**config.mk**
```make
export PLATFORM = sky130hd
export DESIGN_NAME = bpc_front
export DESIGN_NICKNAME = d
export VERILOG_FILES = /design/src/bpc_pkg.sv /design/src/bpc_front.sv
export SDC_FILE = /design/constraint.sdc
export NUM_CORES = 1
export LEC_CHECK = 0
export BUFFER_PORTS_ARGS = -buffer_cell sky130_fd_sc_hd__buf_2
export CELL_PAD_IN_SITES_DETAIL_PLACEMENT = 0
export CELL_PAD_IN_SITES_GLOBAL_PLACEMENT = 1
export CORE_MARGIN = 2
export CORE_UTILIZATION = 49
export CTS_BUF_LIST = sky130_fd_sc_hd__clkbuf_2 sky130_fd_sc_hd__clkbuf_4 sky130_fd_sc_hd__clkbuf_8
export DETAILED_ROUTE_END_ITERATION = 6
export PLACE_DENSITY = 0.95
export RECOVER_POWER = 50
export SYNTH_ARGS = -nofsm -noshare
export SYNTH_HDL_FRONTEND = slang
export SYNTH_SLANG_ARGS = --single-unit
```
**constraint.sdc**
```tcl
create_clock -name i_clk -period 8.1 [get_ports i_clk]
set_input_delay 0.81 -clock i_clk [delete_from_list [all_inputs] [get_ports i_clk]]
set_output_delay 0.81 -clock i_clk [all_outputs]
set_load 0.01 [all_outputs]
```
**src/bpc_pkg.sv**
```systemverilog
// Package for the barometric compensation block: types, constants and
// small arithmetic helpers. No dependencies.
package bpc_pkg;

    localparam int unsigned DivBits = 32;

    // Register indexes on the configuration port.
    localparam logic [1:0] RegCalA = 2'd0;
    localparam logic [1:0] RegCalB = 2'd1;
    localparam logic [1:0] RegCalC = 2'd2;
    localparam logic [1:0] RegOss  = 2'd3;

    // One classified item as it travels through the queue.
    typedef struct packed {
        logic [15:0] ut;
        logic [23:0] up;
    } t_item;

    // Unsigned truncating division stage of a radix-2 restoring divider.
    typedef struct packed {
        logic [31:0] rem;
        logic [31:0] quo;
        logic [31:0] den;
    } t_div;

    function automatic logic [31:0] sext16(input logic [15:0] v);
        sext16 = {{16{v[15]}}, v};
    endfunction

    function automatic logic [31:0] mul32(input logic [31:0] a, input logic [31:0] b);
        logic [63:0] p;
        p = a * b;
        mul32 = p[31:0];
    endfunction

    function automatic logic [31:0] asr(input logic [31:0] v, input int unsigned s);
        asr = 32'($signed(v) >>> s);
    endfunction

    // One step of restoring division.
    function automatic t_div div_step(input t_div d);
        logic [32:0] trial;
        t_div o;
        trial = {d.rem[31:0], d.quo[31]} - {1'b0, d.den};
        o.den = d.den;
        if (!trial[32]) begin
            o.rem = trial[31:0];
            o.quo = {d.quo[30:0], 1'b1};
        end else begin
            o.rem = {d.rem[30:0], d.quo[31]};
            o.quo = {d.quo[30:0], 1'b0};
        end
        div_step = o;
    endfunction

endpackage

```
**src/bpc_front.sv**
```systemverilog
// Front part: accepts transactions into a two-entry queue.
// Depends on bpc_pkg.
module bpc_front (
    input  logic           i_clk,
    input  logic           i_rst_n,
    input  logic           i_valid,
    output logic           o_ready,
    input  bpc_pkg::t_item i_item,
    output logic           o_valid,
    input  logic           i_ready,
    output bpc_pkg::t_item o_item
);
    import bpc_pkg::*;

    t_item       r_mem [2];
    logic        r_wp, r_rp;
    logic [1:0]  r_cnt;
    logic        w_push, w_pop;

    assign o_ready = (r_cnt != 2'd2);
    assign o_valid = (r_cnt != 2'd0);
    assign o_item  = r_mem[r_rp];
    assign w_push  = i_valid && o_ready;
    assign w_pop   = o_valid && i_ready;

    // Queue storage.
    always_ff @(posedge i_clk) begin
        if (w_push) begin
            r_mem[r_wp] <= i_item;
        end
    end

    // Queue pointers and fill count.
    always_ff @(posedge i_clk) begin
        if (!i_rst_n) begin
            r_wp  <= 1'b0;
            r_rp  <= 1'b0;
            r_cnt <= 2'd0;
        end else begin
            if (w_push) r_wp <= ~r_wp;
            if (w_pop) r_rp <= ~r_rp;
            r_cnt <= r_cnt + 2'(w_push) - 2'(w_pop);
        end
    end
endmodule

```
==> results of run 1 <==
[worst paths after layout]
kind	cells past startpoint	startpoint	to
min reg2reg	2	r_wp	r_wp
max	2	register	o_item[35]
max reg2reg	2	r_cnt[0]	r_mem[1][11]
min	2	r_wp	r_wp
[logic make-up after synthesis]
| kind of cell | count (synthesis) | synth area share (%) |
|---|---|---|
| compound gates | 1 | 0.2796 |
| xor+xnor | 3 | 0.8388 |
| fa+ha+maj | 2 | 0.7986 |
| buf+inv | 5 | 1.557 |
| flops | 85 | 79.87 |
| mux | 41 | 14.70 |
| simple gates | 11 | 1.957 |
[metal layers]
layer / routed length, um / up-vias / share of wire (%) / track usage (%)
li1: - / 755 / - / -
met1: 2015 / 760 / 42 / 17.13
met2: 2451 / 45 / 52 / 23.56
met3: 216 / 8 / 4.5 / 3.462
met4: 74 / 0 / 1.6 / 7.038
met5: 0 / - / 0 / 0
[power groups by stage]
stage,registers (uW),clock network [uW],logic (uW)
final,594,285,250
after global routing,605,311,273
after CTS,596,293,258
after detailed placement,606,0,256
after global placement,602,0,254
after floorplan,578,0,193
[state kept, by name (all words and copies together), names as in the netlist, named ones only]
signal  flops
r_cnt       2
r_wp        1
r_mem      80
r_rp        1
[synthesized netlist by cell type (all sizes together)]
cell	n	area, um2
mux2	40	450.4
nand2	2	7.510
ha	2	25.02
nand2b	2	12.51
or2	1	6.260
buf	4	45.04
mux2i	1	10.01
edfxtp	80	2402
and3	1	6.260
and2	2	12.51
nor2b	2	12.51
o21a	1	8.760
xnor2	3	26.28
nor2	1	3.750
inv	1	3.750
dfxtp	5	100.1
[cell usage in the layout (no fill, tap or decap)]
cell	instances
clkinvlp_4	2
nor2b_1	2
ha_1	2
mux2_2	40
nand2b_1	2
buf_2	67
clkbuf_8	9
or2_2	1
and2_0	2
clkinv_1	1
mux2i_1	1
o21a_2	1
inv_1	1
bufinv_16	1
xnor2_1	3
nor2_4	1
nand2_1	2
edfxtp_1	80
dfxtp_2	1
clkbuf_4	3
dfxtp_1	4
clkbuf_1	18
and3_1	1
[through the flow]
step                worst slack (ns)  utilization [%]  instance area [um2]  cells
floorplan                      5.072                -                 3133    148
global placement               5.748            57.66                 3620    306
detailed placement             5.735            57.66                 3620    306
CTS                            5.393            60.77                 3815    322
global route                   5.318            60.39                 3791    322
finish                         5.458            60.39                 3791    322
[final cells by class]
type | instances | area, um2
Timing Repair Buffer | 85 | 402.9
Multi-Input combinational cell | 58 | 589.3
Clock buffer | 12 | 146.4
Sequential cell | 85 | 2504
Inverter | 1 | 3.754
Clock inverter | 4 | 48.80
Tap cell | 77 | 96.34
Fill cell | 508 | 2486
[critical path: stages, from the launching register on]
cell     delay (ns)
dfxtp_2        0.94
mux2_2         0.42
buf_2          0.14
==> results_dict.tcl, run 1 <==
set metrics [dict create \
    status "finished, violations left" \
    violations "max-capacitance violations, max-slew violations" \
    synth-seq-cells 85 \
    slew_headroom_pct -18.89 \
    required_ns 7.29 \
    antenna_found_initial 0 \
    grt_pass1_wl_um 7534 \
    cts.clk_slew.worst_paths_ns 0.07 \
    netSwitchingPower_uw 293.7 \
    syn_nets 194 \
    final_layout_size_suffix_gt1_share_pct 51.43 \
    p_leak_uw 0.001380 \
    finalPower_uw 1130 \
    cts_buffer_depth 2 \
    clock_skew_ns 0.005221 \
    power.density_nw_per_um2 298.1 \
    max_freq_ghz 0.3784 \
    ctsHoldBuffers 0 \
    synth_cell_types 16 \
    syn_to_final_growth_pct 21.01 \
    yosysWarnings 0 \
    first_iter_violations 53 \
    grt_pass1_vias 1597 \
    die_h_um 83.96 \
    cts_tree "done" \
    hold_slack_ns 0.5524 \
    num_rows 29 \
    seq_power_share_pct 52.6 \
    start_util_pct 49.91 \
    cts_buffers 9 \
    core-area_um2 6277 \
    ir_drop_uv 173.5 \
    ant_nets 0 \
    first_pass_iters 4 \
    worst_pin_slew_ns 1.783 \
    critPathCaptureType "output pin" \
    route.detailed.drc 0 \
    maxCapViolCount 1 \
    fin_nets 286 \
    synth-seq-area-share_pct 79.87 \
    detailed_place_hpwl_um 3073 \
    cts.sink_count 85 \
    grt_max_degree 41 \
    hold_viol_final 0 \
    maxSlewViolCount 41 \
    cts_resized 0 \
    port-buffer-count 85 \
    tns_ns 0 \
    grt_setup_unrepaired "false" \
    p_int_uw 836.3 \
    vias 1568 \
    cts_root_buffer "clkbuf_8" \
    synthCells 148 \
    fp.dieArea_um2 7049 \
    synth.avg_cell_area_um2 21.17 \
    drt-total-wl_um 4757 \
    hp-class "reg -> reg" \
    grt_use_total_pct 14.11 \
    finalSetupViolCount 0 \
    period_share_pct 32.62 \
    syn_area_um2 3133 \
    cts_setup_buffers 0 \
    die_w_um 83.96 \
    wl_per_cell_um 14.77 \
    clockPowerShare_pct 25.3 \
    h-tree-depth 3 \
    period_minus_slack_ns 2.643 \
    switching_share_pct 25.99 \
    cp.arrival_ns 1.83 \
    globalRouteOverflowTotal 0 \
    globalplace.congestion 0.6929 \
    rrSetupSlack_ns 5.79 \
    pin_count 86 \
    diodes 0 \
    startpoint_type "register" \
    p_comb_share_pct 22.1 \
    path_max_fanout 40 \
    critPathKind "reg -> out" \
    vias_per_cell 4.870 \
    clkLatencyLatePin_ns 0.33 \
]
Note: power is estimated with default switching activity, not from simulation.
==> run 2: changes to the inputs <==
--- a/config.mk
+++ b/config.mk
@@ -9,10 +9,10 @@
 export CELL_PAD_IN_SITES_DETAIL_PLACEMENT = 0
 export CELL_PAD_IN_SITES_GLOBAL_PLACEMENT = 1
 export CORE_MARGIN = 2
-export CORE_UTILIZATION = 49
+export CORE_UTILIZATION = 41
 export CTS_BUF_LIST = sky130_fd_sc_hd__clkbuf_2 sky130_fd_sc_hd__clkbuf_4 sky130_fd_sc_hd__clkbuf_8
 export DETAILED_ROUTE_END_ITERATION = 6
-export PLACE_DENSITY = 0.95
+export PLACE_DENSITY = 0.9
 export RECOVER_POWER = 50
 export SYNTH_ARGS = -nofsm -noshare
 export SYNTH_HDL_FRONTEND = slang
==> constraint.sdc (replaced) <==
create_clock -name i_clk -period 2.3 [get_ports i_clk]
set_input_delay 0.23 -clock i_clk [delete_from_list [all_inputs] [get_ports i_clk]]
set_output_delay 0.23 -clock i_clk [all_outputs]
set_load 0.01 [all_outputs]
==> run 2 against run 1 <==
Net effect: the flow now finishes without violations; clock-buffer cell count fell by 2; clock skew rose by 0.0058 ns; register-to-register slack got worse by 5.4 ns; sequential power rose to 3.4 times the previous value; global-route usage fell by 2.1 points; power rose to 3.4 times the previous value; setup slack got worse by 5.1 ns; non-clock buffer count rose by 5; flip-flop and latch count did not move; clock power rose to 3.0 times the previous value; first-iteration DRC count fell by 30%; critical endpoint is now r_mem[0][39]; largest power group unchanged.
==> results_dict.tcl, run 2 (synthesis gave the netlist of run 1 again) <==
set metrics [dict create \
    syn_to_final_growth_pct 22.16 \
    cts_tree "done" \
    dp_cells 333 \
    largestRegisters "r_mem (80), r_cnt (2)" \
    vias_per_cell 4.563 \
    max_freq_ghz 0.5222 \
    port-buffer-count 85 \
    startpoint_type "register" \
    top_register "r_mem" \
    num_rows 31 \
    layout_setup_ws_ns 0.3852 \
    rrSetupSlack_ns 0.39 \
    die_h_um 91.42 \
    r2r_start "r_cnt[0]" \
    grt_pass1_wl_um 7700 \
    final_cell_mix "edfxtp_1, buf_2, mux2_2" \
    required_ns 2.25 \
    critPathCaptureType "register" \
    route.detailed.drc 0 \
    crit_start "r_cnt[0]" \
    globalRouteOverflowTotal 0 \
    grt_setup_unrepaired "false" \
    p_leak_uw 0.001387 \
    wl_per_cell_um 14.11 \
    critPathKind "reg -> reg" \
    path_max_fanout 16 \
    fin_nets 291 \
    clock_skew_ns 0.01102 \
    cts.sink_count 85 \
    cts_buffer_depth 2 \
    cp.arrival_ns 1.86 \
    ctsHoldBuffers 0 \
    status "complete, no violations" \
    cts_resized 0 \
    final_layout_size_suffix_gt1_share_pct 51.00 \
    place_ws_ns 0.5659 \
    maxCapViolCount 0 \
    maxSlewViolCount 0 \
    tns_ns 0 \
    cpMaxStageDelayCell "clkbuf_1" \
    antenna_found_initial 0 \
    period_minus_slack_ns 1.915 \
    cts_setup_buffers 0 \
    hp-class "in -> reg" \
    drt-total-wl_um 4909 \
    cp-endpoint "r_mem[0][39]" \
    vias 1588 \
    slew_headroom_pct 35.98 \
    detailed_place_hpwl_um 3411 \
    power.density_nw_per_um2 1012 \
    grt_use_total_pct 12.00 \
    worst_pin_slew_ns 0.9603 \
    h-tree-depth 3 \
    cts_root_buffer "clkbuf_8" \
    critical_path.max_stage_delay_ns 0.72 \
    clkLatencyLatePin_ns 0.33 \
    start_util_pct 42.74 \
    ff2ff_path_depth 4 \
    path_cells "nand2b_1 > nand2_1 > nor2_4 > clkbuf_1" \
    fp.dieArea_um2 8357 \
    ir_drop_uv 481.1 \
    diodes 0 \
    first_pass_iters 4 \
    hold_slack_ns 0.07640 \
    crit_buf_inv 1 \
    grt_pass1_vias 1631 \
    cts.clk_slew.worst_paths_ns 0.08 \
    critPathTopFamily "buffers and inverters" \
    ant_nets 0 \
    instances_no_fill 348 \
    regToRegEndpoint "r_mem[0][39]" \
    globalplace.congestion 0.6685 \
    hold_viol_final 0 \
    die_w_um 91.42 \
    core-area_um2 7331 \
    period_share_pct 83.25 \
    cp.depth 4 \
    grt_max_degree 25 \
    final_common_cell "edfxtp_1" \
    largest_reg_flops 80 \
    cts_buffers 9 \
    finalSetupViolCount 0 \
    pin_count 86 \
    first_iter_violations 37 \
]
run 2: worst min path at each step:
stage,from,to,slack (ns),depth (start not counted)
6_report,i_item[14],r_mem[0][14],0.08,1
5_1_grt,i_item[14],r_mem[0][14],0.06,1
4_1_cts,i_item[14],r_mem[0][14],0.06,1
3_5_place_dp,i_item[22],r_mem[1][22],0.42,1
3_3_place_gp,i_item[14],r_mem[0][14],0.42,1
2_1_floorplan,i_item[0],r_mem[0][0],0.33,0
run 2: metrics by stage:
stage          util (%)  power [uW]  area, um2
2_1_floorplan         -        2714       3136
3_3_place_gp      50.44        3050       3697
3_5_place_dp      50.44        3084       3697
4_1_cts           52.62        3950       3857
5_1_grt           52.21        4084       3827
6_report          52.21        3872       3827
run 2: power breakdown:
group	internal, uW	total [uW]	switching (uW)
clock network	391	857	467
registers	1950	2010	59.4
logic	486	1010	523
run 2: layout make-up:
cell class              count  area [um2]
repair buffers             90       446.7
clock buffers              10       131.4
fillers                   611        3503
flip-flops and latches     85        2504
inverters                   1       3.754
multi-input cells          58       589.3
well taps                  99       123.9
clock inverters             5       28.78
run 2: layer usage:
metal | vias to the layer above | share of wire (%) | track usage, %
li1 | 763 | - | -
met1 | 767 | 41 | 13.63
met2 | 53 | 52 | 20.40
met3 | 5 | 6.3 | 4.647
met4 | 0 | 0.94 | 4.545
met5 | - | 0 | 0
==> run 3: changes to the inputs <==
--- a/config.mk
+++ b/config.mk
@@ -9,10 +9,10 @@
 export CELL_PAD_IN_SITES_DETAIL_PLACEMENT = 0
 export CELL_PAD_IN_SITES_GLOBAL_PLACEMENT = 1
 export CORE_MARGIN = 2
-export CORE_UTILIZATION = 41
+export CORE_UTILIZATION = 45
 export CTS_BUF_LIST = sky130_fd_sc_hd__clkbuf_2 sky130_fd_sc_hd__clkbuf_4 sky130_fd_sc_hd__clkbuf_8
 export DETAILED_ROUTE_END_ITERATION = 6
-export PLACE_DENSITY = 0.9
+export PLACE_DENSITY = 0.93
 export RECOVER_POWER = 50
 export SYNTH_ARGS = -nofsm -noshare
 export SYNTH_HDL_FRONTEND = slang
==> constraint.sdc (replaced) <==
create_clock -name i_clk -period 1.9 [get_ports i_clk]
set_input_delay 0.19 -clock i_clk [delete_from_list [all_inputs] [get_ports i_clk]]
set_output_delay 0.19 -clock i_clk [all_outputs]
set_load 0.01 [all_outputs]
==> run 3 against run 2 <==
Net effect: combinational power grew 21%; clock skew shrank 0.00053 ns; non-clock buffer count did not move; via count rose by 1.2%; critical path depth is 4 higher; power up 31%; flip-flop and latch count stayed put; sequential power rose by 20%; worst hold slack worse by 0.038 ns; final cell count fell by 5.2%; maximum frequency is 9.3% higher; first-iteration DRC count increased by 38%; largest power group unchanged.
==> results_dict.tcl, run 3 (synthesis gave the netlist of run 1 again) <==
set metrics [dict create \
    status "complete, no violations" \
    largestRegisters "r_mem (80), r_cnt (2)" \
    layout_setup_ws_ns 0.1481 \
    ff2ff_path_depth 8 \
    grt_max_degree 41 \
    first_iter_violations 51 \
    critPathKind "reg -> reg" \
    finalPower_uw 5059 \
    path_cells "nand2b_1 > nand2_1 > ha_1 > inv_1 > ha_1 > xnor2_1 > xnor2_1 > and2_1" \
    wl_met1_um 2000 \
    syn_to_final_growth_pct 23.76 \
    core-area_um2 6756 \
    period_share_pct 92.20 \
    power.density_nw_per_um2 1305 \
    detailed_place_hpwl_um 3210 \
    start_util_pct 46.37 \
    globalplace.congestion 0.6347 \
    pin_count 86 \
    vias 1607 \
    dp_cells 314 \
    seq_power_share_pct 47.9 \
    vias_per_cell 4.870 \
    hold_viol_final 0 \
    cp.arrival_ns 1.98 \
    path_max_fanout 4 \
    wl_per_cell_um 14.84 \
    top_register "r_mem" \
    tns_ns 0 \
    netSwitchingPower_uw 1276 \
    worst_pin_slew_ns 0.5880 \
    instances_no_fill 330 \
    die_h_um 87.44 \
    wl_met3_um 238 \
    period_minus_slack_ns 1.752 \
    max_freq_ghz 0.5708 \
    final_common_cell "edfxtp_1" \
    ctsHoldBuffers 0 \
    critical_path.max_stage_delay_ns 0.37 \
    switching_share_pct 25.23 \
    finalSetupViolCount 0 \
    maxCapViolCount 0 \
    grt_pass1_vias 1684 \
    grt_pass1_wl_um 7472 \
    grt_setup_unrepaired "false" \
    first_pass_iters 4 \
    h-tree-depth 3 \
    antenna_found_initial 0 \
    cts.clk_slew.worst_paths_ns 0.08 \
    final_layout_size_suffix_gt1_share_pct 54.80 \
    die_w_um 87.44 \
    clock_skew_ns 0.01049 \
    cts_buffer_depth 2 \
    route.detailed.drc 0 \
    hp-class "in -> reg" \
    top_layer_used "met4" \
    cts_setup_buffers 0 \
    clockPowerShare_pct 28.0 \
    cpMaxStageDelayCell "dfxtp_1" \
    port-buffer-count 85 \
    hold_depth 1 \
    cts_root_buffer "clkbuf_8" \
    cts_tree "done" \
    drt-total-wl_um 4896 \
    globalRouteOverflowTotal 0 \
    num_rows 30 \
    ir_drop_uv 836.0 \
    clkLatencyLatePin_ns 0.33 \
    cts.sink_count 85 \
    grt_use_total_pct 13.54 \
    p_comb_share_pct 24.1 \
    cts_buffers 9 \
    fp.dieArea_um2 7646 \
    p_leak_uw 0.001441 \
    wl_met2_um 2592 \
    cts_resized 0 \
    ant_nets 0 \
    required_ns 2.12 \
    largest_reg_flops 80 \
    maxSlewViolCount 0 \
    startpoint_type "register" \
    p_int_uw 3782 \
    place_ws_ns 0.1540 \
    diodes 0 \
    final_cell_mix "edfxtp_1, buf_2, mux2_2" \
    slew_headroom_pct 60.80 \
    critPathCaptureType "register" \
    fin_nets 291 \
]
## run 3: changes by cell type in the layout (fill, tap and decap cells not counted), sizes merged
cell / change
bufinv: +2
clkinvlp: -1
clkbuf: -3
clkinv: -3
buf: +6
## run 3: worst max-delay path, delay by kind of cell (launching register included)
kind	cells	cell delay (ns)
XOR/XNOR	2	0.26
AND/OR/NAND/NOR	3	0.47
buffers and inverters	1	0.04
flip-flops	1	0.37
adder cells (fa/ha/maj)	2	0.49
## run 3: cell type report
type | count | area (um2)
well taps | 80 | 100.1
clock buffers | 13 | 166.4
clock inverters | 3 | 67.56
multi-input cells | 58 | 590.6
fillers | 536 | 2879
repair buffers | 90 | 445.4
inverters | 1 | 3.754
flip-flops and latches | 85 | 2504
## run 3: path summary, 6_finish.rpt
check / startpoint / endpoint / slack [ns]
setup / recovery: r_cnt[0] / r_cnt[1] / 0.15
hold reg to reg: r_wp / r_wp / 0.53
hold / removal: i_item[17] / r_mem[1][17] / 0.04
setup reg to reg: r_cnt[0] / r_cnt[1] / 0.15
## run 3: through the flow
stage | hold WS [ns] | util (%) | instance area, um2
2_1_floorplan | 0.2889 | - | 3142
3_3_place_gp | 0.3782 | 54.37 | 3674
3_5_place_dp | 0.3811 | 54.37 | 3674
4_1_cts | 0.01488 | 57.83 | 3908
5_1_grt | 0.01215 | 57.39 | 3877
6_report | 0.03863 | 57.39 | 3877
## run 3: metal layers
metal	up-vias	GRT usage [%]
met5	-	0
met4	0	7.413
met3	6	4.929
met2	51	23.55
met1	783	14.10
li1	767	-
## run 3: power by group through the flow
stage / registers, uW / logic, uW / clock network, uW
final: 2420 / 1220 / 1420
after global routing: 2450 / 1330 / 1520
after CTS: 2430 / 1270 / 1450
after detailed placement: 2470 / 1270 / 0
after global placement: 2450 / 1240 / 0
after floorplan: 2450 / 831 / 0
